`src/hw/rtl/lr_pkg.sv`:
```
// shared types and constants of the line rasterizer
package lr_pkg;

    localparam int COORD_W        = 6;
    localparam int COLOR_W        = 24;
    localparam int REG_W          = 7;
    localparam int CFG_IDX_W      = 1;
    localparam int COORD_BITS_DEF = 6;
    localparam int CMD_DEPTH      = 2;

    localparam logic [REG_W-1:0] SURFACE_RESET = 7'd64;

    // configuration register indexes
    localparam logic [CFG_IDX_W-1:0] CFG_SURFACE_WIDTH  = 1'b0;
    localparam logic [CFG_IDX_W-1:0] CFG_SURFACE_HEIGHT = 1'b1;

    typedef struct packed {
        logic [COORD_W-1:0] start_x;
        logic [COORD_W-1:0] start_y;
        logic [COORD_W-1:0] end_x;
        logic [COORD_W-1:0] end_y;
        logic [COLOR_W-1:0] pixel_color;
    } t_line_cmd;

    typedef struct packed {
        logic [COORD_W-1:0] pixel_x;
        logic [COORD_W-1:0] pixel_y;
        logic [COLOR_W-1:0] point_color;
        logic               on_surface;
        logic               last_point;
    } t_point;

    // classified line, as queued between front and walker
    typedef struct packed {
        logic [COORD_W-1:0] start_x;
        logic [COORD_W-1:0] start_y;
        logic [COORD_W-1:0] end_x;
        logic [COORD_W-1:0] end_y;
        logic [COORD_W-1:0] delta_x;
        logic [COORD_W-1:0] delta_y;
        logic               step_x_neg;
        logic               step_y_neg;
        logic [COLOR_W-1:0] color;
    } t_walk_cmd;

    typedef struct packed {
        logic [REG_W-1:0] width;
        logic [REG_W-1:0] height;
    } t_surface;

endpackage

```
`src/hw/rtl/lr_front.sv`:
```
// front end: takes line commands and works out deltas and step directions
module lr_front #(
    parameter int COORD_BITS = lr_pkg::COORD_BITS_DEF
) (
    input  lr_pkg::t_line_cmd i_cmd,
    input  logic              i_push,
    input  logic              i_queue_full,
    output logic              o_wr_en,
    output lr_pkg::t_walk_cmd o_walk
);
    import lr_pkg::*;

    logic [COORD_BITS-1:0] w_sx;
    logic [COORD_BITS-1:0] w_sy;
    logic [COORD_BITS-1:0] w_ex;
    logic [COORD_BITS-1:0] w_ey;
    logic [COORD_BITS-1:0] w_dx;
    logic [COORD_BITS-1:0] w_dy;

    always_comb begin
        w_sx = i_cmd.start_x[COORD_BITS-1:0];
        w_sy = i_cmd.start_y[COORD_BITS-1:0];
        w_ex = i_cmd.end_x[COORD_BITS-1:0];
        w_ey = i_cmd.end_y[COORD_BITS-1:0];
        w_dx = (w_ex > w_sx) ? w_ex - w_sx : w_sx - w_ex;
        w_dy = (w_ey > w_sy) ? w_ey - w_sy : w_sy - w_ey;

        o_walk.start_x    = COORD_W'(w_sx);
        o_walk.start_y    = COORD_W'(w_sy);
        o_walk.end_x      = COORD_W'(w_ex);
        o_walk.end_y      = COORD_W'(w_ey);
        o_walk.delta_x    = COORD_W'(w_dx);
        o_walk.delta_y    = COORD_W'(w_dy);
        o_walk.step_x_neg = !(w_sx < w_ex);
        o_walk.step_y_neg = !(w_sy < w_ey);
        o_walk.color      = i_cmd.pixel_color;
    end

    assign o_wr_en = i_push && !i_queue_full;

endmodule

```
`src/hw/rtl/lr_cmd_queue.sv`:
```
// short command queue between the front end and the walker
module lr_cmd_queue (
    input  logic              i_clk,
    input  logic              i_rst_n,
    input  logic              i_wr_en,
    input  lr_pkg::t_walk_cmd i_wr_data,
    input  logic              i_rd_en,
    output logic              o_full,
    output logic              o_valid,
    output lr_pkg::t_walk_cmd o_rd_data
);
    import lr_pkg::*;

    localparam int PTR_W = (CMD_DEPTH > 1) ? $clog2(CMD_DEPTH) : 1;
    localparam int CNT_W = $clog2(CMD_DEPTH + 1);

    t_walk_cmd        r_mem [CMD_DEPTH];
    logic [PTR_W-1:0] r_wr_ptr;
    logic [PTR_W-1:0] r_rd_ptr;
    logic [CNT_W-1:0] r_count;
    logic             w_rd;

    assign w_rd      = i_rd_en && (r_count != '0);
    assign o_valid   = (r_count != '0);
    assign o_full    = (r_count == CNT_W'(CMD_DEPTH));
    assign o_rd_data = r_mem[r_rd_ptr];

    always_ff @(posedge i_clk) begin
        if (i_wr_en) begin
            r_mem[r_wr_ptr] <= i_wr_data;
        end
        if (!i_rst_n) begin
            r_wr_ptr <= '0;
            r_rd_ptr <= '0;
            r_count  <= '0;
        end else begin
            if (i_wr_en) begin
                r_wr_ptr <= (r_wr_ptr == PTR_W'(CMD_DEPTH - 1)) ? '0 : r_wr_ptr + PTR_W'(1);
            end
            if (w_rd) begin
                r_rd_ptr <= (r_rd_ptr == PTR_W'(CMD_DEPTH - 1)) ? '0 : r_rd_ptr + PTR_W'(1);
            end
            if (i_wr_en && !w_rd) begin
                r_count <= r_count + CNT_W'(1);
            end else if (!i_wr_en && w_rd) begin
                r_count <= r_count - CNT_W'(1);
            end
        end
    end

endmodule

```
`src/hw/rtl/lr_walker.sv`:
```
// back end: bresenham walker emitting one point per step into an output register
module lr_walker #(
    parameter int COORD_BITS = lr_pkg::COORD_BITS_DEF
) (
    input  logic              i_clk,
    input  logic              i_rst_n,
    input  logic              i_cmd_valid,
    input  lr_pkg::t_walk_cmd i_cmd,
    output logic              o_cmd_pop,
    input  lr_pkg::t_surface  i_surface,
    input  logic              i_pop,
    output logic              o_empty,
    output lr_pkg::t_point    o_point
);
    import lr_pkg::*;

    localparam int CB = COORD_BITS;
    localparam int EW = COORD_BITS + 3;

    typedef enum logic {
        WALK_IDLE,
        WALK_RUN
    } t_walk_state;

    t_walk_state         r_state;
    logic                r_out_valid;
    t_point              r_out;
    logic [CB-1:0]       r_x;
    logic [CB-1:0]       r_y;
    logic [CB-1:0]       r_end_x;
    logic [CB-1:0]       r_end_y;
    logic [CB-1:0]       r_dx;
    logic [CB-1:0]       r_dy;
    logic                r_neg_x;
    logic                r_neg_y;
    logic signed [EW-1:0] r_e;
    logic [COLOR_W-1:0]  r_color;

    logic                w_load;
    logic                w_advance;
    logic                w_done;
    logic                w_step_x;
    logic                w_step_y;
    logic signed [EW:0]  w_e2;
    logic signed [EW:0]  w_ext;
    logic signed [EW:0]  w_dx;
    logic signed [EW:0]  w_dy;
    logic signed [EW:0]  w_sum;

    assign w_load    = (r_state == WALK_IDLE) && i_cmd_valid;
    assign w_advance = (r_state == WALK_RUN) && (!r_out_valid || i_pop);
    assign o_cmd_pop = w_load;
    assign o_empty   = !r_out_valid;
    assign o_point   = r_out;

    always_comb begin
        w_done   = (r_x == r_end_x) && (r_y == r_end_y);
        w_dx     = $signed((EW+1)'(r_dx));
        w_dy     = $signed((EW+1)'(r_dy));
        w_ext    = (EW+1)'(r_e);
        w_e2     = $signed({r_e, 1'b0});
        w_step_x = (w_e2 > -w_dy);
        w_step_y = (w_e2 < w_dx);
        w_sum    = w_ext - (w_step_x ? w_dy : '0) + (w_step_y ? w_dx : '0);
    end

    always_ff @(posedge i_clk) begin
        if (w_load) begin
            r_x     <= i_cmd.start_x[CB-1:0];
            r_y     <= i_cmd.start_y[CB-1:0];
            r_end_x <= i_cmd.end_x[CB-1:0];
            r_end_y <= i_cmd.end_y[CB-1:0];
            r_dx    <= i_cmd.delta_x[CB-1:0];
            r_dy    <= i_cmd.delta_y[CB-1:0];
            r_neg_x <= i_cmd.step_x_neg;
            r_neg_y <= i_cmd.step_y_neg;
            r_e     <= EW'(i_cmd.delta_x) - EW'(i_cmd.delta_y);
            r_color <= i_cmd.color;
        end else if (w_advance) begin
            if (w_step_x) begin
                r_x <= r_neg_x ? r_x - CB'(1) : r_x + CB'(1);
            end
            if (w_step_y) begin
                r_y <= r_neg_y ? r_y - CB'(1) : r_y + CB'(1);
            end
            r_e <= w_sum[EW-1:0];
        end
        if (w_advance) begin
            r_out.pixel_x     <= COORD_W'(r_x);
            r_out.pixel_y     <= COORD_W'(r_y);
            r_out.point_color <= r_color;
            r_out.on_surface  <= (REG_W'(r_x) < i_surface.width)
                              && (REG_W'(r_y) < i_surface.height);
            r_out.last_point  <= w_done;
        end
        if (!i_rst_n) begin
            r_state     <= WALK_IDLE;
            r_out_valid <= 1'b0;
        end else begin
            // a new point fills the slot in the same cycle the old one transfers
            if (w_advance) begin
                r_out_valid <= 1'b1;
            end else if (i_pop) begin
                r_out_valid <= 1'b0;
            end
            unique case (r_state)
                WALK_IDLE: begin
                    if (i_cmd_valid) begin
                        r_state <= WALK_RUN;
                    end
                end
                WALK_RUN: begin
                    if (w_advance && w_done) begin
                        r_state <= WALK_IDLE;
                    end
                end
                default: begin
                    r_state <= WALK_IDLE;
                end
            endcase
        end
    end

endmodule

```
`src/hw/rtl/line_rasterizer.sv`:
```
// top level of the bresenham line rasterizer
// A line command (start, end, color) is pushed into a two-entry command queue and walked by the
// Bresenham stepper, which emits every point from start to end inclusive, one point per cycle
// while results are popped; on_surface compares each point with the surface width and height
// registers and last_point marks the end point. A line has n = max(|dx|,|dy|) + 1 points, so up
// to 2^COORD_BITS points; the single walker returns to idle to load the next command after the
// end point of a line. Surface registers may be written only while no line is in flight.
module line_rasterizer #(
    parameter int COORD_BITS = lr_pkg::COORD_BITS_DEF
) (
    input  logic                         i_clk,
    input  logic                         i_rst_n,
    input  logic                         push,
    output logic                         full,
    input  lr_pkg::t_line_cmd            i_cmd,
    input  logic                         pop,
    output logic                         empty,
    output lr_pkg::t_point               o_point,
    input  logic                         i_cfg_wr,
    input  logic [lr_pkg::CFG_IDX_W-1:0] i_cfg_idx,
    input  logic [lr_pkg::REG_W-1:0]     i_cfg_data
);
    import lr_pkg::*;

    t_surface  r_surface;
    t_walk_cmd w_front_cmd;
    t_walk_cmd w_queue_cmd;
    logic      w_wr_en;
    logic      w_queue_valid;
    logic      w_queue_pop;

    always_ff @(posedge i_clk) begin
        if (!i_rst_n) begin
            r_surface.width  <= SURFACE_RESET;
            r_surface.height <= SURFACE_RESET;
        end else if (i_cfg_wr) begin
            unique case (i_cfg_idx)
                CFG_SURFACE_WIDTH:  r_surface.width  <= i_cfg_data;
                CFG_SURFACE_HEIGHT: r_surface.height <= i_cfg_data;
                default: begin
                end
            endcase
        end
    end

    lr_front #(
        .COORD_BITS(COORD_BITS)
    ) u_front (
        .i_cmd       (i_cmd),
        .i_push      (push),
        .i_queue_full(full),
        .o_wr_en     (w_wr_en),
        .o_walk      (w_front_cmd)
    );

    lr_cmd_queue u_queue (
        .i_clk    (i_clk),
        .i_rst_n  (i_rst_n),
        .i_wr_en  (w_wr_en),
        .i_wr_data(w_front_cmd),
        .i_rd_en  (w_queue_pop),
        .o_full   (full),
        .o_valid  (w_queue_valid),
        .o_rd_data(w_queue_cmd)
    );

    lr_walker #(
        .COORD_BITS(COORD_BITS)
    ) u_walker (
        .i_clk      (i_clk),
        .i_rst_n    (i_rst_n),
        .i_cmd_valid(w_queue_valid),
        .i_cmd      (w_queue_cmd),
        .o_cmd_pop  (w_queue_pop),
        .i_surface  (r_surface),
        .i_pop      (pop),
        .o_empty    (empty),
        .o_point    (o_point)
    );

`ifndef SYNTHESIS
    // the walker keeps the slot filled until the end point has transferred
    a_run_continues: assert property (@(posedge i_clk) disable iff (!i_rst_n)
        (pop && !empty && !o_point.last_point) |=> !empty)
        else $error("result missing in the middle of a line");

    a_color_held: assert property (@(posedge i_clk) disable iff (!i_rst_n)
        (pop && !empty && !o_point.last_point) |=> $stable(o_point.point_color))
        else $error("color changed within a line");

    a_x_adjacent: assert property (@(posedge i_clk) disable iff (!i_rst_n)
        (pop && !empty && !o_point.last_point) |=>
        (o_point.pixel_x == $past(o_point.pixel_x)
         || o_point.pixel_x == $past(o_point.pixel_x) + 6'd1
         || o_point.pixel_x == $past(o_point.pixel_x) - 6'd1))
        else $error("column jumped by more than one");

    a_y_adjacent: assert property (@(posedge i_clk) disable iff (!i_rst_n)
        (pop && !empty && !o_point.last_point) |=>
        (o_point.pixel_y == $past(o_point.pixel_y)
         || o_point.pixel_y == $past(o_point.pixel_y) + 6'd1
         || o_point.pixel_y == $past(o_point.pixel_y) - 6'd1))
        else $error("row jumped by more than one");
`endif

endmodule
```
`config.mk`:
```
export PLATFORM = sky130hd
export DESIGN_NAME = line_rasterizer
export DESIGN_NICKNAME = d
export VERILOG_FILES = /design/src/hw/rtl/lr_pkg.sv /design/src/hw/rtl/lr_front.sv /design/src/hw/rtl/lr_cmd_queue.sv /design/src/hw/rtl/lr_walker.sv /design/src/hw/rtl/line_rasterizer.sv
export SDC_FILE = /design/constraint.sdc
export NUM_CORES = 1
export LEC_CHECK = 0
export BUFFER_PORTS_ARGS = -buffer_cell sky130_fd_sc_hd__buf_2
export CAP_MARGIN = 20
export CELL_PAD_IN_SITES_DETAIL_PLACEMENT = 1
export CELL_PAD_IN_SITES_GLOBAL_PLACEMENT = 1
export CORE_ASPECT_RATIO = 1.4
export CORE_MARGIN = 3
export CORE_UTILIZATION = 25
export DETAILED_ROUTE_END_ITERATION = 8
export PLACE_DENSITY = 0.56
export SLEW_MARGIN = 40
export SYNTH_ARGS = -nofsm -noshare
export SYNTH_HDL_FRONTEND = slang
export SYNTH_SLANG_ARGS = --single-unit
```
`constraint.sdc`:
```
create_clock -name i_clk -period 6.6 [get_ports i_clk]
set_input_delay 1.65 -clock i_clk [delete_from_list [all_inputs] [get_ports i_clk]]
set_output_delay 1.65 -clock i_clk [all_outputs]
set_load 0.01 [all_outputs]
```
==> flow_summary.json <==
{
  "fin_util": 0.303,
  "core_area_um2": 47400,
  "via_per_inst": 4.41,
  "final.setup.tns_ns": 0,
  "max_cap_violations": 0,
  "drt_wl_total_um": 28500,
  "num_antenna_cells": 0,
  "ctsResizeCount": 0,
  "rows": 94,
  "final_common_cell": "edfxtp_1",
  "cellPowerDensity_nw_per_um2": 494,
  "cpPeakStageDelay_ns": 0.51,
  "worst_pin_slew_ns": 0.806,
  "fmax_mhz": 199,
  "finalSetupViolations": 0,
  "die_height_um": 266,
  "grt_overflow_total": 0,
  "synth_edf_count": 233,
  "irDropWorstVdd_uv": 206,
  "yosysUniqueCellTypes": 62,
  "hpwl_um": 20300,
  "cts_sinks": 254,
  "drive_gt1_frac": 0.215,
  "status": "completed",
  "dpl.cell_count": 1600,
  "r2r-start": "u_walker.r_dy[3]$_DFFE_PP_",
  "area_growth_pct": 18.7,
  "ios": 101,
  "grt_max_degree": 52,
  "cp-end-kind": "flip-flop",
  "relSlewSlack": 0.462,
  "synth_largest_area_cell": "edfxtp_1",
  "hold_buffers": 0,
  "synth-async-reset-ratio": 0,
  "hold_depth": 0,
  "synth_area_um2": 12100,
  "crit_buf_inv": 1,
  "ant_nets": 0,
  "h-tree-depth": 1,
  "path_cells": "nor3_1 > nand2_1 > xnor2_1 > ha_1 > and3_2 > a221o_2 > a221oi_2 > mux2i_1 > and2_1 > fa_1 > inv_1 > fa_1 > a211oi_1 > o21bai_1 > a31oi_1 > mux2i_1 > nand3_1",
  "crit_fanout": 5,
  "antenna_found_initial": 0,
  "hold_viol": 0,
  "holdCritStartpoint": "u_walker.r_color[14]$_DFFE_PP_",
  "startpoint_type": "flip-flop",
  "die_w_um": 192,
  "worst_skew_pair.late_latency_ns": 0.57,
  "grt_pass1_vias": 8066,
  "cts_buffers": 29,
  "ys_ff_latch": 254,
  "rsz0062_at_grt": "false",
  "cts_tree": "yes",
  "ys_seq_area_frac": 0.614,
  "cts_max_path_buffers": 3,
  "nNetsFinal": 1154,
  "syn_nets": 1033,
  "wl_per_cell_um": 17.3,
  "syn_inst": 886,
  "finalMaxSlewViolations": 0,
  "grt_use_total": 0.113,
  "arrival_ns": 5.30,
  "hold_path.class": "reg2reg",
  "drc": 0,
  "path_class": "reg2reg",
  "crit_family": "compound AO/OA/AOI/OAI gates",
  "die_area_um2": 51100,
  "cp.required_ns": 6.87,
  "fin_cells": 1653,
  "first_pass_iters": 4,
  "yosysWarnings": 0,
  "synth_area_leaders": "edfxtp_1 (58%), ha_1 (7.6%), mux2_2 (4.3%), dfxtp_1 (3.5%), inv_1 (3.0%)",
  "grt_pass1_wl_um": 45100,
  "yosys_most_used_dff": "edfxtp_1",
  "hold_path_end": "u_walker.o_point[16]$_DFFE_PP_",
  "worstReg2RegEnd": "u_walker.r_e[8]$_DFFE_PP_",
  "clkTransAtPathRegs_ns": 0.06,
  "avgSynthCellArea_um2": 13.6,
  "crit_slowest_cell": "fa_1",
  "reg2reg_slack_ns": 1.57,
  "period_needed_ns": 5.03,
  "synth_top_area_share": 0.579,
  "p_leak_uw": 0.00553,
  "finClkSkew_ns": 0.0283,
  "fin_crit_sh": 0.763,
  "rr_worst_depth": 17,
  "num_vias": 7285,
  "drtIter0Drc": 333,
  "start_util": 0.255,
  "layout_common_cells": "edfxtp_1 (233), buf_2 (100), inv_1 (94), ha_1 (73), mux2_2 (46)",
  "cts-root-buf": "clkbuf_16",
  "io_buffers": 100,
  "post_cts_buffers": 0,
  "place.gp.congestion": 0.791
}
==> where the power goes <==
group / internal [uW] / leakage, uW / total (uW) / switching [uW]
clock network: 926 / 0.000453 / 1590 / 665
logic: 1150 / 0.00272 / 2760 / 1610
registers: 2450 / 0.00236 / 2740 / 289
total: 4520 / 0.00553 / 7090 / 2560
==> stage by stage <==
stage,hold WS (ns),power (uW),cell area (um2),setup WS [ns]
after floorplan,0.400,4670,12100,1.78
after global placement,0.402,5510,13400,1.69
after detailed placement,0.406,5590,13400,1.58
after CTS,0.418,7250,14300,1.53
after global routing,0.427,7680,14300,1.22
final,0.418,7090,14300,1.57
==> synthesized netlist by cell type, drive strengths merged (2+ instances only) <==
library cell,instances
and3b,2
ha,73
nand4,5
xor2,12
nor2b,20
a311oi,2
a21o,15
nor3,8
and2,12
nor2,20
a31oi,6
o31ai,3
fa,13
nand2b,11
a21boi,8
o211ai,4
mux2i,30
nor4,3
a2111oi,3
edfxtp,233
nor3b,3
mux2,46
and4,3
o21bai,6
o21a,3
and3,11
o221ai,2
xnor2,28
clkbuf,13
o21ai,43
a21oi,42
inv,96
dfxtp,21
nand2,37
o211a,2
buf,5
a211oi,11
nand3,17
==> flip-flops by register name, indices dropped and copies added (netlist names), 6 cells and up, named ones only <==
name / count
u_walker.r_dy: 6
u_walker.r_y: 6
r_surface: 14
u_walker.r_color: 24
u_walker.r_x: 6
u_queue.r_mem: 124
u_walker.o_point: 38
u_walker.r_end_x: 6
u_walker.r_dx: 6
u_walker.r_e: 9
u_walker.r_end_y: 6
==> kinds of logic (layout without fill, tap and decap cells) <==
logic type	after synthesis	after routing	synth area share
multiplexers	76	76	0.0677
buffers and inverters	114	257	0.0356
XOR/XNOR	40	40	0.0290
AO/OA/AOI/OAI	160	160	0.0877
flip-flops	254	254	0.614
AND/OR/NAND/NOR	156	156	0.0692
adder cells (fa/ha/maj)	86	86	0.0971
==> per-layer routing <==
metal | GRT usage | vias to the layer above | part of all wire
met4 | 0.0310 | 0 | 0.020
met5 | 0 | - | 0
li1 | - | 3485 | -
met2 | 0.211 | 99 | 0.53
met1 | 0.134 | 3669 | 0.41
met3 | 0.0150 | 32 | 0.035
==> worst register-to-register path, cell delays in order (launching register included) <==
cell and delay (ns):
edfxtp_1 0.45, nor3_1 0.32, nand2_1 0.15, xnor2_1 0.15
ha_1 0.29, and3_2 0.22, a221o_2 0.39, a221oi_2 0.35
mux2i_1 0.19, and2_1 0.22, fa_1 0.51, inv_1 0.07
fa_1 0.48, a211oi_1 0.29, o21bai_1 0.15, a31oi_1 0.22
mux2i_1 0.22, nand3_1 0.09
==> worst max-delay path by stage <==
stage                                               end                        from  depth (start not counted)  slack [ns]
after detailed placement      u_walker.r_e[8]$_DFFE_PP_  u_walker.r_dy[3]$_DFFE_PP_                         17        1.58
final                         u_walker.r_e[8]$_DFFE_PP_  u_walker.r_dy[3]$_DFFE_PP_                         17        1.57
after global placement        u_walker.r_e[8]$_DFFE_PP_  u_walker.r_dy[3]$_DFFE_PP_                         17        1.69
after CTS                     u_walker.r_e[8]$_DFFE_PP_  u_walker.r_dy[3]$_DFFE_PP_                         17        1.53
after global routing          u_walker.r_e[8]$_DFFE_PP_  u_walker.r_dy[3]$_DFFE_PP_                         17        1.22
after floorplan           u_queue.r_mem[0][0]$_DFFE_PP_                        push                          2        1.78
==> area by class of cell <==
class	instances	area (um2)
Sequential cell	254	7420
Clock inverter	21	203
Tap cell	624	781
Fill cell	5122	33100
Clock buffer	32	737
Inverter	96	362
Timing Repair Buffer	108	586
Multi-Input combinational cell	518	4260
Note: power is estimated with default switching activity, not from simulation.
